[src/rtl/ihrt_pkg.sv]
// Shared types and constants for the incident history risk table.
// Used by ihrt_ctrl, ihrt_dp and incident_history_risk_table_top; depends on nothing.
package ihrt_pkg;

	localparam int ZONE_W = 16;
	localparam int TYPE_W = 4;
	localparam int COUNT_W = 16;
	localparam int TIME_W = 32;
	localparam int THR_W = 22;
	localparam int CFG_IDX_W = 2;
	localparam int CFG_DATA_W = 32;

	localparam logic [COUNT_W-1:0] COUNT_MAX = '1;

	// Command codes on the input channel.
	localparam logic [1:0] CMD_RECORD = 2'd0;
	localparam logic [1:0] CMD_RISK = 2'd1;
	localparam logic [1:0] CMD_ALARM = 2'd2;

	// Record status codes.
	localparam logic [1:0] REC_UPDATED = 2'd0;
	localparam logic [1:0] REC_INSERTED = 2'd1;
	localparam logic [1:0] REC_FULL = 2'd2;
	localparam logic [1:0] REC_NONE = 2'd3;

	// Risk grades.
	localparam logic [1:0] RISK_LOW = 2'd0;
	localparam logic [1:0] RISK_MEDIUM = 2'd1;
	localparam logic [1:0] RISK_HIGH = 2'd2;
	localparam logic [1:0] RISK_CRITICAL = 2'd3;

	// Configuration register indexes.
	localparam logic [CFG_IDX_W-1:0] REG_CRITICAL = 2'd0;
	localparam logic [CFG_IDX_W-1:0] REG_HIGH = 2'd1;
	localparam logic [CFG_IDX_W-1:0] REG_MEDIUM = 2'd2;
	localparam logic [CFG_IDX_W-1:0] REG_STALE = 2'd3;

	localparam logic [THR_W-1:0] CRITICAL_RST = 22'd20;
	localparam logic [THR_W-1:0] HIGH_RST = 22'd10;
	localparam logic [THR_W-1:0] MEDIUM_RST = 22'd5;
	localparam logic [TIME_W-1:0] STALE_RST = 32'd2592000;

	typedef struct packed {
		logic [ZONE_W-1:0] zone;
		logic [TYPE_W-1:0] itype;
		logic [COUNT_W-1:0] count;
		logic [TIME_W-1:0] last_seen;
	} entry_t;

	typedef enum logic [1:0] {
		ST_IDLE,
		ST_SCAN,
		ST_WRITE,
		ST_FINISH
	} state_t;

	// Commands from the controller to the datapath.
	typedef struct packed {
		logic start;
		logic scan;
		logic latch_res;
		logic write;
		logic load_out;
	} ctrl_cmd_t;

	// Status from the datapath to the controller.
	typedef struct packed {
		logic done;
		logic is_record;
		logic out_busy;
	} dp_stat_t;

endpackage

[src/rtl/ihrt_ctrl.sv]
// Controller state machine for the incident history risk table.
// Depends on ihrt_pkg; drives the command struct of ihrt_dp.
module ihrt_ctrl (
	input  logic               clk,
	input  logic               arst_n,
	input  logic               in_valid,
	output logic               in_stall,
	input  ihrt_pkg::dp_stat_t stat,
	output ihrt_pkg::ctrl_cmd_t cmd_o
);

	ihrt_pkg::state_t state_q;
	ihrt_pkg::state_t state_nxt;

	always_ff @(posedge clk or negedge arst_n) begin
		if (!arst_n) begin
			state_q <= ihrt_pkg::ST_IDLE;
		end else begin
			state_q <= state_nxt;
		end
	end

	always_comb begin
		state_nxt = state_q;
		unique case (state_q)
			ihrt_pkg::ST_IDLE: begin
				if (in_valid) state_nxt = ihrt_pkg::ST_SCAN;
			end
			ihrt_pkg::ST_SCAN: begin
				if (stat.done) begin
					state_nxt = stat.is_record ? ihrt_pkg::ST_WRITE : ihrt_pkg::ST_FINISH;
				end
			end
			ihrt_pkg::ST_WRITE: begin
				state_nxt = ihrt_pkg::ST_FINISH;
			end
			ihrt_pkg::ST_FINISH: begin
				if (!stat.out_busy) state_nxt = ihrt_pkg::ST_IDLE;
			end
			default: state_nxt = ihrt_pkg::ST_IDLE;
		endcase
	end

	always_comb begin
		in_stall = 1'b1;
		cmd_o = '0;
		unique case (state_q)
			ihrt_pkg::ST_IDLE: begin
				in_stall = 1'b0;
				cmd_o.start = in_valid;
			end
			ihrt_pkg::ST_SCAN: begin
				cmd_o.scan = 1'b1;
				cmd_o.latch_res = stat.done;
			end
			ihrt_pkg::ST_WRITE: begin
				cmd_o.write = 1'b1;
			end
			ihrt_pkg::ST_FINISH: begin
				cmd_o.load_out = !stat.out_busy;
			end
			default: begin
				in_stall = 1'b1;
			end
		endcase
	end

endmodule

[config.mk]
export PLATFORM = sky130hd
export DESIGN_NAME = ihrt_ctrl
export DESIGN_NICKNAME = d
export VERILOG_FILES = /design/src/rtl/ihrt_pkg.sv /design/src/rtl/ihrt_ctrl.sv
export SDC_FILE = /design/constraint.sdc
export NUM_CORES = 1
export LEC_CHECK = 0
export ABC_AREA = 1
export BUFFER_PORTS_ARGS = -buffer_cell sky130_fd_sc_hd__buf_2
export CORE_AREA = 5 5 42 44
export CTS_BUF_LIST = sky130_fd_sc_hd__clkbuf_2 sky130_fd_sc_hd__clkbuf_4 sky130_fd_sc_hd__clkbuf_8
export DETAILED_ROUTE_END_ITERATION = 8
export DIE_AREA = 0 0 47 49
export HOLD_SLACK_MARGIN = 0.05
export SYNTH_ARGS = -nofsm -noshare
export SYNTH_HDL_FRONTEND = slang
export SYNTH_SLANG_ARGS = --single-unit
export TNS_END_PERCENT = 10
[constraint.sdc]
create_clock -name clk -period 3.3 [get_ports clk]
set_input_delay 0.165 -clock clk [delete_from_list [all_inputs] [get_ports clk]]
set_output_delay 0.165 -clock clk [all_outputs]
set_load 0.05 [all_outputs]
### After elaboration in Yosys (flattened, before gate mapping)

Index checks and enable logic that the tools add are counted.

| storage, ports and cells | value |
|---|---|
| flip-flop bits (word level) | 2 |
| input bits | 6 |
| output and inout bits | 6 |
| word-level logic and storage cells | 20 |

| operators by class | value |
|---|---|
| eq/ne operators | 6 |
| multiplexer cells | 10 |
| reduce and logical (&&, ||, !) cells | 3 |

Operator list:

| cell | count |
|---|---|
| 2-to-1 mux 2 bit | 4 |
| one-hot mux 2 bit (4 select lines) | 1 |
| != test 2 bit, second input constant | 3 |
| 2-to-1 mux 1 bit | 5 |
| == test 2 bit, second input constant | 2 |
| AND reduction 3 bit | 1 |
| == test 2 x 1 -> 1 bit, second input constant | 1 |
| logical NOT 2 bit | 1 |
| logical NOT 1 bit | 1 |

### Depth between registers and ports, before layout

| depth | value |
|---|---|
| depth in word-level cells | 3 |
| depth in mapped cells | 7 |
| depth with buffers taken out | 7 |

### Least setup slack after synthesis

OpenSTA, ideal clock, no wires.

| timing | value |
|---|---|
| kind | register to output |
| start | register state_q[0] |
| end | output port cmd_o[0] in the netlist's numbering |
| arrival time | 1.256 ns |
| required time | 3.135 ns |
| setup slack | 1.879 ns |
| cell stages (with the launch flop) | 4 |
| path buffers | 0 |
| path through | dfrtp_1 -> ha_1 -> inv_1 -> nor2_1 |

RTL lines:

| what | line | text |
|---|---|---|
| from (decl) | ihrt_ctrl.sv:12 | `ihrt_pkg::state_t state_q;` |
| from (signal assigned) | ihrt_ctrl.sv:17 | `state_q <= ihrt_pkg::ST_IDLE;` |
| from (signal assigned) | ihrt_ctrl.sv:19 | `state_q <= state_nxt;` |
| to (decl) | ihrt_ctrl.sv:9 | `output ihrt_pkg::ctrl_cmd_t cmd_o` |

==> flow_summary.yaml <==
status:
  outcome: "finished, final reports clean"
critical_path:
  crit_chain: "inv_1, ha_1, nand2_1, inv_1, buf_2"
  slowest_delay_ps: 430
  critical_path.most_common_cell: "inv_1"
  crit_slowest_cell: "dfrtp_1"
  crit_fanout: 6
  cp_data_arrival_time_ps: 1370
  crit_type: "flop to output port"
  rrSetupSlack_ps: 2080
  cp-start-kind: "flop"
  end_kind: "output port"
  cp_data_required_time_ps: 3130
floorplan:
  num_rows: 14
  start_util_pct: 18.04
  coreArea_um2: 1401
  die_w_um: 47
  die_y_um: 49
  dieArea_um2: 2303
  ios: 12
synth:
  syn_nets: 49
  ys_types: 9
  syn_avg_cell_area_um2: 6.831
  netlist_instances: 37
  ys_warn_count: 0
  syn-cell-area_um2: 252.7
  yosysTopAreaCell: "ha_1"
  ys_ff_latch: 2
  ys_seq_area_share_pct: 19.80
  synth_top_area_share_pct: 29.70
  ys_top_cells_by_area: "ha_1, dfrtp_1, inv_1"
power:
  peakVddDrop_uv: 322.1
  p_leak_uw: 0.0002429
  finalPower_uw: 386.9
  p_per_area_nw_per_um2: 1074
place:
  place_congestion: 0.6367
  io_buffers: 11
  hpwl_um: 411.2
routing:
  post_drt_wl_per_cell_um: 6.912
  drtAntennaViolNets: 0
  avgViaCountPerCell: 3.647
  wl_um: 470
  vias: 248
  drt_iter0_markers: 2
  dr.pass1.iters: 5
  drc: 0
sta:
  finalSetupViolCount: 0
  maxSlewViolCount: 0
  timing.setup.tns_ps: 0
  worst_pin_slew_ps: 251.5
  fmaxAchievable_mhz: 652.8
  skew_ps: 1.578
  fin_crit_sh_pct: 46.42
  hold_violations: 0
  fin_crit_ps: 1532
  rsz0062_at_grt: "false"
  max_slew_margin_pct: 83.35
global_route:
  grt_pass1_wl_um: 848
  track_usage_pct: 5.211
  grt_max_degree: 7
  antenna_found_initial: 0
  met2_usage_pct: 7.014
  gr-usage-met3_pct: 4.059
  overflow: 0
  grtUsageMet1_pct: 5.714
  grt_busiest_layer: "met2"
  grt_pass1_vias: 220
cts:
  htreeDepth: 1
  cts_tree: "built"
  path_clk_slew_ps: 30
  ctsRootBufferMaster: "clkbuf_4"
  cts_resized: 0
  cts_buffer_depth: 2
  cts.sinks: 2
  cts_buffers: 3
  insertion_delay_ps: 220
cells_and_area:
  reg_top3: "state_q x2"
  n_antenna_cell: 0
  largest_reg_flops: 2
  syn_to_final_growth_pct: 42.57
  regMostFlops: "state_q"
  final_cell_mix: "buf_2, inv_1, nand2_1"
  final_common_cell: "buf_2"
  layout-drive-gt1-share_pct: 36.54
  nNetsFinal: 66
  post-route-util_pct: 25.71
job:
  cap_violations: 0
hold_path:
  hold_class: "input pin to asynchronous set/reset pin"
## worst max-delay path: cells and delay by family (launching register included)
family | cells | cell delay [ps]
buf+inv | 3 | 440
fa+ha+maj | 1 | 210
flops | 1 | 430
simple gates | 1 | 70
## metal layers
| layer | wire [um] | vias up |
|---|---|---|
| met5 | 0 | - |
| met4 | 0 | 0 |
| met3 | 60 | 0 |
| met2 | 228 | 7 |
| met1 | 181 | 106 |
| li1 | - | 135 |
## final timing paths
path / startpoint / to / cells after the start
hold / removal: arst_n / state_q[0] / 2
setup reg to reg: state_q[0] / state_q[1] / 6
setup / recovery: state_q[0] / cmd_o[4] / 5
hold reg to reg: state_q[1] / state_q[1] / 2
max in group asynchronous: arst_n / state_q[1] / 2
min in group clk: stat[1] / state_q[0] / 6
## kinds of logic (layout without fill, tap and decap cells)
logic type	after synthesis	after routing	synth area share, %
flip-flops	2	2	19.80
buffers and inverters	11	26	16.34
adder cells (fa/ha/maj)	6	6	29.70
AND/OR/NAND/NOR	18	18	34.16
## cells in the mapped netlist
cell / instances
dfrtp_1: 2
ha_1: 6
inv_1: 10
inv_2: 1
nand2_1: 10
nand2_2: 3
nand3_1: 3
nor2_1: 1
nor2_4: 1
## through the flow
stage	cell area, um2	setup WS (ps)	hold WS (ps)	cells
6_report	360.3	1768	262.3	68
5_1_grt	360.3	1638	265.9	68
4_1_cts	360.3	1743	251.2	68
3_5_place_dp	327.8	1981	-47.32	64
3_3_place_gp	327.8	2009	-48.66	64
2_1_floorplan	252.7	1879	-130.6	37
## what timing repair did
| item | 4_1_cts | 5_1_grt |
|---|---|---|
| setup buffers | 0 | 0 |
| hold endpoints to repair | 2 | 0 |
| hold buffers | 1 | 0 |
## cell type report
cell class / instances / area (um2)
fill: 173 / 1041
timing repair buffer: 12 / 65.06
clock buffer: 3 / 22.52
sequential: 2 / 50.05
inverter: 11 / 41.29
multi-input combinational: 24 / 161.4
tap: 16 / 20.02
## power breakdown
| group | switching, uW | internal [uW] | leakage [uW] | total, uW |
|---|---|---|---|---|
| Sequential | 18.2 | 38.7 | 0.0000240 | 57.0 |
| Combinational | 199 | 77.6 | 0.000205 | 277 |
| Clock | 13.3 | 40.1 | 0.0000138 | 53.3 |
(Power assumes the default switching activity.)
