$ cat config.mk
export PLATFORM = sky130hd
export DESIGN_NAME = ihrt_dp
export DESIGN_NICKNAME = d
export VERILOG_FILES = /design/src/rtl/ihrt_pkg.sv /design/src/rtl/ihrt_dp.sv
export SDC_FILE = /design/constraint.sdc
export NUM_CORES = 2
export LEC_CHECK = 0
export ABC_CLOCK_PERIOD_IN_PS = 5150
export BUFFER_PORTS_ARGS = -buffer_cell sky130_fd_sc_hd__buf_2
export CORE_MARGIN = 10
export CORE_UTILIZATION = 50
export CTS_BUF_LIST = sky130_fd_sc_hd__clkbuf_16
export CTS_CLUSTER_SIZE = 10
export DETAILED_ROUTE_END_ITERATION = 8
export GPL_ROUTABILITY_DRIVEN = 0
export PLACE_DENSITY = 0.67
export RECOVER_POWER = 100
export SYNTH_ARGS = -nofsm -noshare
export SYNTH_HDL_FRONTEND = slang
export SYNTH_MEMORY_MAX_BITS = 65536
export SYNTH_SLANG_ARGS = --single-unit
$ cat constraint.sdc
create_clock -name clk -period 5.15 [get_ports clk]
set_input_delay 0.515 -clock clk [delete_from_list [all_inputs] [get_ports clk]]
set_output_delay 0.515 -clock clk [all_outputs]
set_load 0.02 [all_outputs]
$ cat src/rtl/ihrt_pkg.sv
// Shared types and constants for the incident history risk table.
// Used by ihrt_ctrl, ihrt_dp and incident_history_risk_table_top; depends on nothing.
package ihrt_pkg;

	localparam int ZONE_W = 16;
	localparam int TYPE_W = 4;
	localparam int COUNT_W = 16;
	localparam int TIME_W = 32;
	localparam int THR_W = 22;
	localparam int CFG_IDX_W = 2;
	localparam int CFG_DATA_W = 32;

	localparam logic [COUNT_W-1:0] COUNT_MAX = '1;

	// Command codes on the input channel.
	localparam logic [1:0] CMD_RECORD = 2'd0;
	localparam logic [1:0] CMD_RISK = 2'd1;
	localparam logic [1:0] CMD_ALARM = 2'd2;

	// Record status codes.
	localparam logic [1:0] REC_UPDATED = 2'd0;
	localparam logic [1:0] REC_INSERTED = 2'd1;
	localparam logic [1:0] REC_FULL = 2'd2;
	localparam logic [1:0] REC_NONE = 2'd3;

	// Risk grades.
	localparam logic [1:0] RISK_LOW = 2'd0;
	localparam logic [1:0] RISK_MEDIUM = 2'd1;
	localparam logic [1:0] RISK_HIGH = 2'd2;
	localparam logic [1:0] RISK_CRITICAL = 2'd3;

	// Configuration register indexes.
	localparam logic [CFG_IDX_W-1:0] REG_CRITICAL = 2'd0;
	localparam logic [CFG_IDX_W-1:0] REG_HIGH = 2'd1;
	localparam logic [CFG_IDX_W-1:0] REG_MEDIUM = 2'd2;
	localparam logic [CFG_IDX_W-1:0] REG_STALE = 2'd3;

	localparam logic [THR_W-1:0] CRITICAL_RST = 22'd20;
	localparam logic [THR_W-1:0] HIGH_RST = 22'd10;
	localparam logic [THR_W-1:0] MEDIUM_RST = 22'd5;
	localparam logic [TIME_W-1:0] STALE_RST = 32'd2592000;

	typedef struct packed {
		logic [ZONE_W-1:0] zone;
		logic [TYPE_W-1:0] itype;
		logic [COUNT_W-1:0] count;
		logic [TIME_W-1:0] last_seen;
	} entry_t;

	typedef enum logic [1:0] {
		ST_IDLE,
		ST_SCAN,
		ST_WRITE,
		ST_FINISH
	} state_t;

	// Commands from the controller to the datapath.
	typedef struct packed {
		logic start;
		logic scan;
		logic latch_res;
		logic write;
		logic load_out;
	} ctrl_cmd_t;

	// Status from the datapath to the controller.
	typedef struct packed {
		logic done;
		logic is_record;
		logic out_busy;
	} dp_stat_t;

endpackage

$ cat src/rtl/ihrt_dp.sv
// Datapath of the incident history risk table: entry memory, scan, grading and output register.
// Depends on ihrt_pkg; sequenced by ihrt_ctrl through command and status structs.
module ihrt_dp #(
	parameter int TABLE_DEPTH = 64
) (
	input  logic                                clk,
	input  logic                                arst_n,
	input  ihrt_pkg::ctrl_cmd_t                 cmd_i,
	output ihrt_pkg::dp_stat_t                  stat,
	input  logic [1:0]                          cmd,
	input  logic [ihrt_pkg::ZONE_W-1:0]         zone,
	input  logic [ihrt_pkg::TYPE_W-1:0]         incident_type,
	input  logic [ihrt_pkg::TIME_W-1:0]         now_seconds,
	input  logic                                cfg_we,
	input  logic [ihrt_pkg::CFG_IDX_W-1:0]      cfg_index,
	input  logic [ihrt_pkg::CFG_DATA_W-1:0]     cfg_data,
	output logic                                out_valid,
	input  logic                                out_stall,
	output logic [1:0]                          record_status,
	output logic [1:0]                          risk_level,
	output logic                                false_alarm
);

	localparam int IDX_W = (TABLE_DEPTH > 1) ? $clog2(TABLE_DEPTH) : 1;
	localparam int CNT_W = $clog2(TABLE_DEPTH + 1);
	localparam int SUM_W = ihrt_pkg::COUNT_W + CNT_W;
	localparam int CMP_W = (SUM_W > ihrt_pkg::THR_W) ? SUM_W : ihrt_pkg::THR_W;
	localparam logic [CNT_W-1:0] DEPTH_C = CNT_W'(TABLE_DEPTH);

	// Configuration registers.
	logic [ihrt_pkg::THR_W-1:0]  critical_q, high_q, medium_q;
	logic [ihrt_pkg::TIME_W-1:0] stale_q;

	always_ff @(posedge clk or negedge arst_n) begin
		if (!arst_n) begin
			critical_q <= ihrt_pkg::CRITICAL_RST;
			high_q <= ihrt_pkg::HIGH_RST;
			medium_q <= ihrt_pkg::MEDIUM_RST;
			stale_q <= ihrt_pkg::STALE_RST;
		end else if (cfg_we) begin
			unique case (cfg_index)
				ihrt_pkg::REG_CRITICAL: critical_q <= cfg_data[ihrt_pkg::THR_W-1:0];
				ihrt_pkg::REG_HIGH:     high_q <= cfg_data[ihrt_pkg::THR_W-1:0];
				ihrt_pkg::REG_MEDIUM:   medium_q <= cfg_data[ihrt_pkg::THR_W-1:0];
				ihrt_pkg::REG_STALE:    stale_q <= cfg_data;
				default: ;
			endcase
		end
	end

	// Latched command item.
	logic [1:0]                  cmd_q;
	logic [ihrt_pkg::ZONE_W-1:0] zone_q;
	logic [ihrt_pkg::TYPE_W-1:0] type_q;
	logic [ihrt_pkg::TIME_W-1:0] now_q;

	always_ff @(posedge clk) begin
		if (cmd_i.start) begin
			cmd_q <= cmd;
			zone_q <= zone;
			type_q <= incident_type;
			now_q <= now_seconds;
		end
	end

	// Entry memory with one write port and one registered read port.
	ihrt_pkg::entry_t ent_mem_q [TABLE_DEPTH];
	ihrt_pkg::entry_t rd_data_s1;
	ihrt_pkg::entry_t wr_data;
	logic [IDX_W-1:0] wr_addr;
	logic             wr_en;
	logic             rd_en;

	logic [CNT_W-1:0] used_q;
	logic [CNT_W-1:0] rd_idx_q;
	logic [IDX_W-1:0] rd_addr_s1;
	logic             pend_s1;
	logic             hit_q;
	logic [IDX_W-1:0] hit_idx_q;
	logic [ihrt_pkg::COUNT_W-1:0] hit_cnt_q;
	logic [ihrt_pkg::TIME_W-1:0]  hit_last_q;
	logic [SUM_W-1:0] sum_q;

	assign rd_en = cmd_i.scan && (rd_idx_q < used_q) && !hit_q;

	always_ff @(posedge clk) begin
		if (wr_en) ent_mem_q[wr_addr] <= wr_data;
		if (rd_en) rd_data_s1 <= ent_mem_q[rd_idx_q[IDX_W-1:0]];
	end

	logic zone_match;
	logic entry_match;
	logic seek_entry;
	assign zone_match = pend_s1 && (rd_data_s1.zone == zone_q);
	assign entry_match = zone_match && (rd_data_s1.itype == type_q);
	assign seek_entry = (cmd_q == ihrt_pkg::CMD_RECORD) || (cmd_q == ihrt_pkg::CMD_ALARM);

	always_ff @(posedge clk or negedge arst_n) begin
		if (!arst_n) begin
			used_q <= '0;
			rd_idx_q <= '0;
			pend_s1 <= 1'b0;
			hit_q <= 1'b0;
			sum_q <= '0;
		end else begin
			pend_s1 <= rd_en;
			if (cmd_i.start) begin
				rd_idx_q <= '0;
				hit_q <= 1'b0;
				sum_q <= '0;
			end else begin
				if (rd_en) rd_idx_q <= rd_idx_q + CNT_W'(1);
				if (entry_match && seek_entry && !hit_q) hit_q <= 1'b1;
				if (zone_match && cmd_q == ihrt_pkg::CMD_RISK) begin
					sum_q <= sum_q + SUM_W'(rd_data_s1.count);
				end
			end
			if (cmd_i.write && !hit_q && used_q < DEPTH_C) used_q <= used_q + CNT_W'(1);
		end
	end

	always_ff @(posedge clk) begin
		if (rd_en) rd_addr_s1 <= rd_idx_q[IDX_W-1:0];
		if (entry_match && seek_entry && !hit_q) begin
			hit_idx_q <= rd_addr_s1;
			hit_cnt_q <= rd_data_s1.count;
			hit_last_q <= rd_data_s1.last_seen;
		end
	end

	// Update or append on a record command.
	always_comb begin
		wr_data.zone = zone_q;
		wr_data.itype = type_q;
		wr_data.last_seen = now_q;
		if (hit_q) begin
			wr_data.count = (hit_cnt_q == ihrt_pkg::COUNT_MAX) ? hit_cnt_q
				: hit_cnt_q + ihrt_pkg::COUNT_W'(1);
			wr_addr = hit_idx_q;
		end else begin
			wr_data.count = ihrt_pkg::COUNT_W'(1);
			wr_addr = used_q[IDX_W-1:0];
		end
		wr_en = cmd_i.write && (hit_q || used_q < DEPTH_C);
	end

	// The scan ends at the first match for record and false-alarm commands,
	// otherwise after the last used entry has been compared.
	assign stat.done = hit_q || (rd_idx_q == used_q && !pend_s1);
	assign stat.is_record = (cmd_q == ihrt_pkg::CMD_RECORD);

	logic [1:0] status_nxt, risk_nxt;
	logic       alarm_nxt;
	logic [ihrt_pkg::TIME_W:0] age;
	logic [CMP_W-1:0] sum_ext;

	assign age = {1'b0, now_q} - {1'b0, hit_last_q};
	assign sum_ext = CMP_W'(sum_q);

	always_comb begin
		status_nxt = ihrt_pkg::REC_NONE;
		risk_nxt = ihrt_pkg::RISK_LOW;
		alarm_nxt = 1'b0;
		case (cmd_q)
			ihrt_pkg::CMD_RECORD: begin
				if (hit_q) status_nxt = ihrt_pkg::REC_UPDATED;
				else if (used_q < DEPTH_C) status_nxt = ihrt_pkg::REC_INSERTED;
				else status_nxt = ihrt_pkg::REC_FULL;
			end
			ihrt_pkg::CMD_RISK: begin
				if (sum_ext > CMP_W'(critical_q)) risk_nxt = ihrt_pkg::RISK_CRITICAL;
				else if (sum_ext > CMP_W'(high_q)) risk_nxt = ihrt_pkg::RISK_HIGH;
				else if (sum_ext > CMP_W'(medium_q)) risk_nxt = ihrt_pkg::RISK_MEDIUM;
				else risk_nxt = ihrt_pkg::RISK_LOW;
			end
			ihrt_pkg::CMD_ALARM: begin
				// A clock that runs behind the entry gives a negative age, never stale.
				alarm_nxt = !hit_q || (hit_cnt_q == ihrt_pkg::COUNT_W'(1) && !age[ihrt_pkg::TIME_W]
					&& age[ihrt_pkg::TIME_W-1:0] > stale_q);
			end
			default: ;
		endcase
	end

	logic [1:0] res_status_q, res_risk_q;
	logic       res_alarm_q;

	always_ff @(posedge clk) begin
		if (cmd_i.latch_res) begin
			res_status_q <= status_nxt;
			res_risk_q <= risk_nxt;
			res_alarm_q <= alarm_nxt;
		end
		if (cmd_i.load_out) begin
			record_status <= res_status_q;
			risk_level <= res_risk_q;
			false_alarm <= res_alarm_q;
		end
	end

	logic out_valid_q;

	always_ff @(posedge clk or negedge arst_n) begin
		if (!arst_n) begin
			out_valid_q <= 1'b0;
		end else if (cmd_i.load_out) begin
			out_valid_q <= 1'b1;
		end else if (!out_stall) begin
			out_valid_q <= 1'b0;
		end
	end

	assign out_valid = out_valid_q;
	assign stat.out_busy = out_valid_q && out_stall;

endmodule

[Word level (Yosys, flattened, before mapping)]
Memory sizes are Yosys's and may differ from the RTL's. A register that Yosys moved wholly into a read port is not among the register bits.
Index checks and enable logic that the tools add are counted.
Storage, ports and cells
  register bits: 262
  memory bits (writable): 4352
  input bits: 97
  output and inout bits: 9
  word-level logic and storage cells: 95
  memories: 1
Operators by class
  add/sub/neg operators: 5
  $lt $le $gt $ge: 6
  equality and inequality tests: 11
  mux-type cells: 18
  reduce and logical (&&, ||, !) cells: 30
Memory list
  ent_mem_q: words 64, bits a word 68, read ports 1, clocked after memory_dff 1, wr ports 1, RTL line ihrt_dp.sv:67  | ihrt_pkg::entry_t ent_mem_q [TABLE_DEPTH];
Operators by type and width (number)
  $gt A23 B22 Y1: 3
  $mux W23: 2
  $sub A32 B32 Y33: 1
  $gt A32 B32 Y1: 1
  $mux W16: 2
  $add A23 B16 Y23: 1
  $add A16 B1 Y16 const B: 1
  $eq A16 B1 Y1 const B: 1
  $eq A16 B16 Y1: 1
  $eq A16 B16 Y1 const B: 1
  $add A7 B1 Y7 const B: 2
  $logic_and A1 B1 Y1: 14
  $mux W7: 2
  $mux W2: 4
  $reduce_and A2 Y1: 4
  $eq A7 B7 Y1: 1
  $lt A7 B7 Y1: 1
  $lt A7 B7 Y1 const B: 1
  $mux W1: 7
  $eq A2 B2 Y1 const B: 3
  $mux W6: 1
  $reduce_bool A2 Y1: 3
  $eq A2 B1 Y1 const B: 2
  $eq A4 B4 Y1: 1
  other kinds (4): 10

[Depth between registers and ports, before layout]
  depth in word-level cells: 7
  gate-level depth with buffers: 19
  depth with buffers taken out: 19

[Worst setup path after synthesis]
No wires, ideal clock.
  path type: register -> register
  start point: register rd_idx_q[0]
  end point: register rd_idx_q[6]
  library setup time: 0.078 ns
  data arrival time: 5.293 ns
  required time: 5.072 ns
  slack: -0.221 ns
  cell stages (with the launch flop): 18
  path buffers: 7
  clock period less this slack: 5.371 ns
  cells stage by stage: dfrtp_1 clkbuf_1 buf_6 buf_6 buf_4 buf_2 buf_4 inv_1 ha_1 nor2b_1 o21a_1 o21a_1 o21ai_0 a31o_2 clkbuf_1 nand4_1 or3_1 a21oi_1
On the way
  cells in the longest elaborated chain, start to end: 4
  elaborated cells on any way between the ends: 7
  classes of those cells: add/sub: 1; order compare: 1; mux: 2; reduce/logical: 3
RTL lines
  start, declared: RTL line ihrt_dp.sv:75  | logic [CNT_W-1:0] rd_idx_q;
  start signal, assigned: RTL line ihrt_dp.sv:112  | if (rd_en) rd_idx_q <= rd_idx_q + CNT_W'(1);
  $lt A7 B7 Y1: RTL line ihrt_dp.sv:84  | assign rd_en = cmd_i.scan && (rd_idx_q < used_q) && !hit_q;
  $logic_and A1 B1 Y1 (2 in series): RTL line ihrt_dp.sv:84
  net rd_en: RTL line ihrt_dp.sv:72  | logic rd_en;
  $reduce_bool A2 Y1 (no source line)
The timed path passes the listed nets, and every way through them passes these cells. The select of a mux whose other input is x is not followed.
A chain may end at the register's enable or synchronous reset.

[Worst setup path in the final report]
  start point: register rd_idx_q[5]
  end point: register rd_data_s1[61] (netlist name)
On the way
  cells in the longest elaborated chain, start to end: 3
RTL lines (RTL line)
  $lt A7 B7 Y1: ihrt_dp.sv:84
  $logic_and A1 B1 Y1 (2 in series): ihrt_dp.sv:84
Several ways; a longest one is shown, not always the timed one.

==> metrics.md <==
| Metric | Value |
|---|---|
| Worst Tran Pin Value | `4150 ps` |
| Fin cells | `13,300` |
| Critical Path RT | `5770 ps` |
| Post-layout min period | `5040 ps` |
| Critical Path AT | `5660 ps` |
| Worst setup SP type | `flip-flop` |
| TritonCTS clock tree | `built` |
| Vias in the first global route | `approximately 90,000` |
| WL final | `between 400,000 and 500,000 um` |
| Top post-synthesis cells by area | `edfxtp_1, mux4_2, dfrtp_1, ha_1, mux2_2` |
| Placed insts | `12,500` |
| DRC violations left | `0` |
| Drt pass-1 iters | `8` |
| Routed len/inst | `between 30 and 40 um` |
| Nets | `8,637` |
| Vias after detailed routing | `approximately 90,000` |
| Dpl cell area | `0.191 mm^2` |
| Top_reg_cell synth | `edfxtp_1` |
| Die Area | `0.388 mm^2` |
| Slowest Stage Delay on Critical Path | `1720 ps` |
| Max_cap viols | `169` |
| Rel. slew slack | `-1.77` |
| Most frequent cell after synthesis | `edfxtp_1` |
| Worst setup EP type | `flip-flop` |
| Clk Latency, worst-skew pair | `1040 ps` |
| Lkg Pwr | `~64 nW` |
| Die X | `approximately 620 um` |
| Clock transition at path regs | `60 ps` |
| Post-DP HPWL | `265,000 um` |
| Syn Area/Cell | `approximately 24 um^2` |
| Die Y | `623 um` |
| Post-synth ARST share | `0.0295` |
| Yosys top cell area share | `0.751` |
| Final Hold Viols | `0` |
| First-pass GRT wire length | `between 700,000 and 800,000 um` |
| Area grow syn2layout | `13.2%` |
| Dominant cell type by area after synthesis | `edfxtp_1` |
| Port Buffers | `105` |
| #FFs+latches synth | `4,682` |
| Final Cycle Share | `0.978` |
| Core Util, Final | `0.568` |
| EDFF count, synth | `4,544` |
| Peak VDD IR | `0.381 mV` |
| CP bufs+invs | `1` |
| Antenna violations before repair | `19` |
| Row count | `221` |
| Number of CTS-inserted buffers | `544` |
| Hold_ws | `91.8 ps` |
| Max Transition Viols Final | `7,304` |
| Mapped Cells | `7,646` |
| Outcome | `complete, but fails checks` |
| Setup_tns | `0 ps` |
| Via-to-Cell Ratio | `6.64` |
| Initial Util | `0.502` |
| Failing checks | `max-capacitance violations, max-slew violations` |
| Clock sink total | `about 4,700` |
| HP Class | `input port to flip-flop` |
| DR iter-0 viols | `between 10,000 and 15,000` |
| Area of the mapped netlist | `0.182 mm^2` |
| Maximum clock frequency | `between 0.15 and 0.2 GHz` |
| YS warnings | `0` |
| Antenna Nets Post-Route | `0` |
| Crit path max-delay family | `flip-flops` |
| I/O pin cnt | `106` |
| CTS Buffer Depth | `4` |
| FILL cells | `25,700` |
| Final setup fails | `0` |
| CP max-delay cell | `dfrtp_1` |
| Clock Skews | `52.6 ps` |
| Share of cells above drive strength 1 | `0.291` |
| Crit path max fanout | `30` |
| Largest net degree at the start of global routing | `103` |
| All-layer global routing usage | `0.254` |
| Crit path cell chain | `ha_1, or2_2, a21boi_0, a31o_2, clkbuf_4` |
| PD cells | `402 mW/mm^2` |
| Root Driver | `clkbuf_16` |
| H-tree depth | `6` |
| Global route overflow | `0` |
| Post-layout instance area | `between 0.2 and 0.25 mm^2` |
| Net count after synthesis | `7,902` |
| Kind of critical path | `flip-flop to flip-flop` |
| RSZ-0062 raised after global routing | `no` |
| Synth top cells by count | `edfxtp_1, mux4_2, clkbuf_1` |
| Sequential fraction of the synthesis area | `0.771` |
| Floorplan core area | `0.362 mm^2` |
| Synth cell types | `67` |
-- final timing paths --
kind	endpoint	slack [ps]	start	cells past startpoint
max	rd_data_s1[61]$_DFFE_PP_	110	rd_idx_q[5]$_DFFE_PN0P_	5
min	critical_q[2]$_DFFE_PN1P_	90	cfg_index[0]	5
max reg2reg	rd_data_s1[61]$_DFFE_PP_	110	rd_idx_q[5]$_DFFE_PN0P_	5
min reg2reg	hit_idx_q[2]$_DFFE_PP_	420	rd_addr_s1[2]$_DFFE_PP_	0
max in group asynchronous	stale_q[9]$_DFFE_PN0P_	1450	arst_n	3
min in group asynchronous	high_q[2]$_DFFE_PN0P_	150	arst_n	2
-- tightest hold or removal path: cells and delay by family --
kind / cells / cell delay, ps
simple gates: 2 / 150
compound gates: 1 / 70
buf+inv: 2 / 360
-- state kept, by name, indices dropped and copies added (netlist names), 22 cells and up --
signal,count
ent_mem_q,4352
now_q,32
stale_q,32
high_q,22
hit_last_q,32
sum_ext,23
critical_q,22
rd_data_s1,68
medium_q,22
-- routing by layer --
| layer | GRT usage | vias to the layer above | wire length, um |
|---|---|---|---|
| met4 | 0.0801 | 8 | 19700 |
| li1 | - | 34000 | - |
| met3 | 0.0556 | 1050 | 57900 |
| met1 | 0.359 | 47600 | 186000 |
| met5 | 0 | - | 50 |
| met2 | 0.401 | 5857 | 236000 |
-- cells in the final DEF, fill, tap and decap left out, types with 13 or more instances in the layout --
master and n:
edfxtp_1 4544, mux4_2 1419, clkbuf_16 552, inv_1 225, ha_1 157, clkbuf_1 133
dfrtp_1 121, clkbuf_2 115, nor2_1 112, nand2_1 94, dlygate4sd3_1 92, mux2_2 82
a21oi_1 73, o21ai_0 71, buf_4 66, buf_2 55, a21o_1 52, buf_12 48
xor2_1 44, xnor2_1 42, nand4_1 34, nand3_1 29, clkbuf_4 28, nor2b_1 20
mux2i_1 20, and3_1 19, nor2_4 19, clkinv_16 17, nor2_2 16, inv_6 15
a211oi_1 14, o21a_1 14, inv_16 14, nor3_1 13
-- metrics by stage --
stage	setup slack [ps]	power [mW]
2_1_floorplan	156	47.4
3_3_place_gp	446	49.2
3_5_place_dp	362	49.4
4_1_cts	325	83.0
5_1_grt	50.0	85.0
6_report	114	82.6
-- where the power goes --
| group | leakage, nW | internal [mW] | switching [mW] |
|---|---|---|---|
| Combinational | 14.1 | 2.90 | 3.19 |
| Clock | 7.66 | 19.2 | 14.7 |
| Sequential | 42.6 | 42.3 | 0.318 |
| Total | 64.4 | 64.4 | 18.2 |
-- timing repair --
action,CTS,global route
setup endpoints to repair,0,1
resized for setup,0,1
hold buffers,92,0
endpoints found under the hold margin,258,0
buffers inserted,0,0
-- final cells by class --
cell class,instances,area [um^2],area share
antenna,3,7.51,0.0000365
clock buffer,552,13800,0.0672
clock inverter,138,1360,0.00664
inverter,154,578,0.00281
multi-input combinational,2458,39800,0.194
sequential,4682,140000,0.681
tap,4794,6000,0.0292
timing repair buffer,541,3980,0.0194
-- cell families (layout without fill, tap and decap cells) --
kind of cell,count (synthesis),count (layout),synth area share
AO/OA/AOI/OAI,292,292,0.0103
adder cells (fa/ha/maj),159,159,0.0110
multiplexers,1522,1522,0.182
XOR/XNOR,86,86,0.00415
other,0,3,0
flip-flops,4682,4682,0.771
AND/OR/NAND/NOR,399,399,0.0103
buffers and inverters,506,1385,0.0114
No activity file was read; power rests on OpenSTA's default activity.
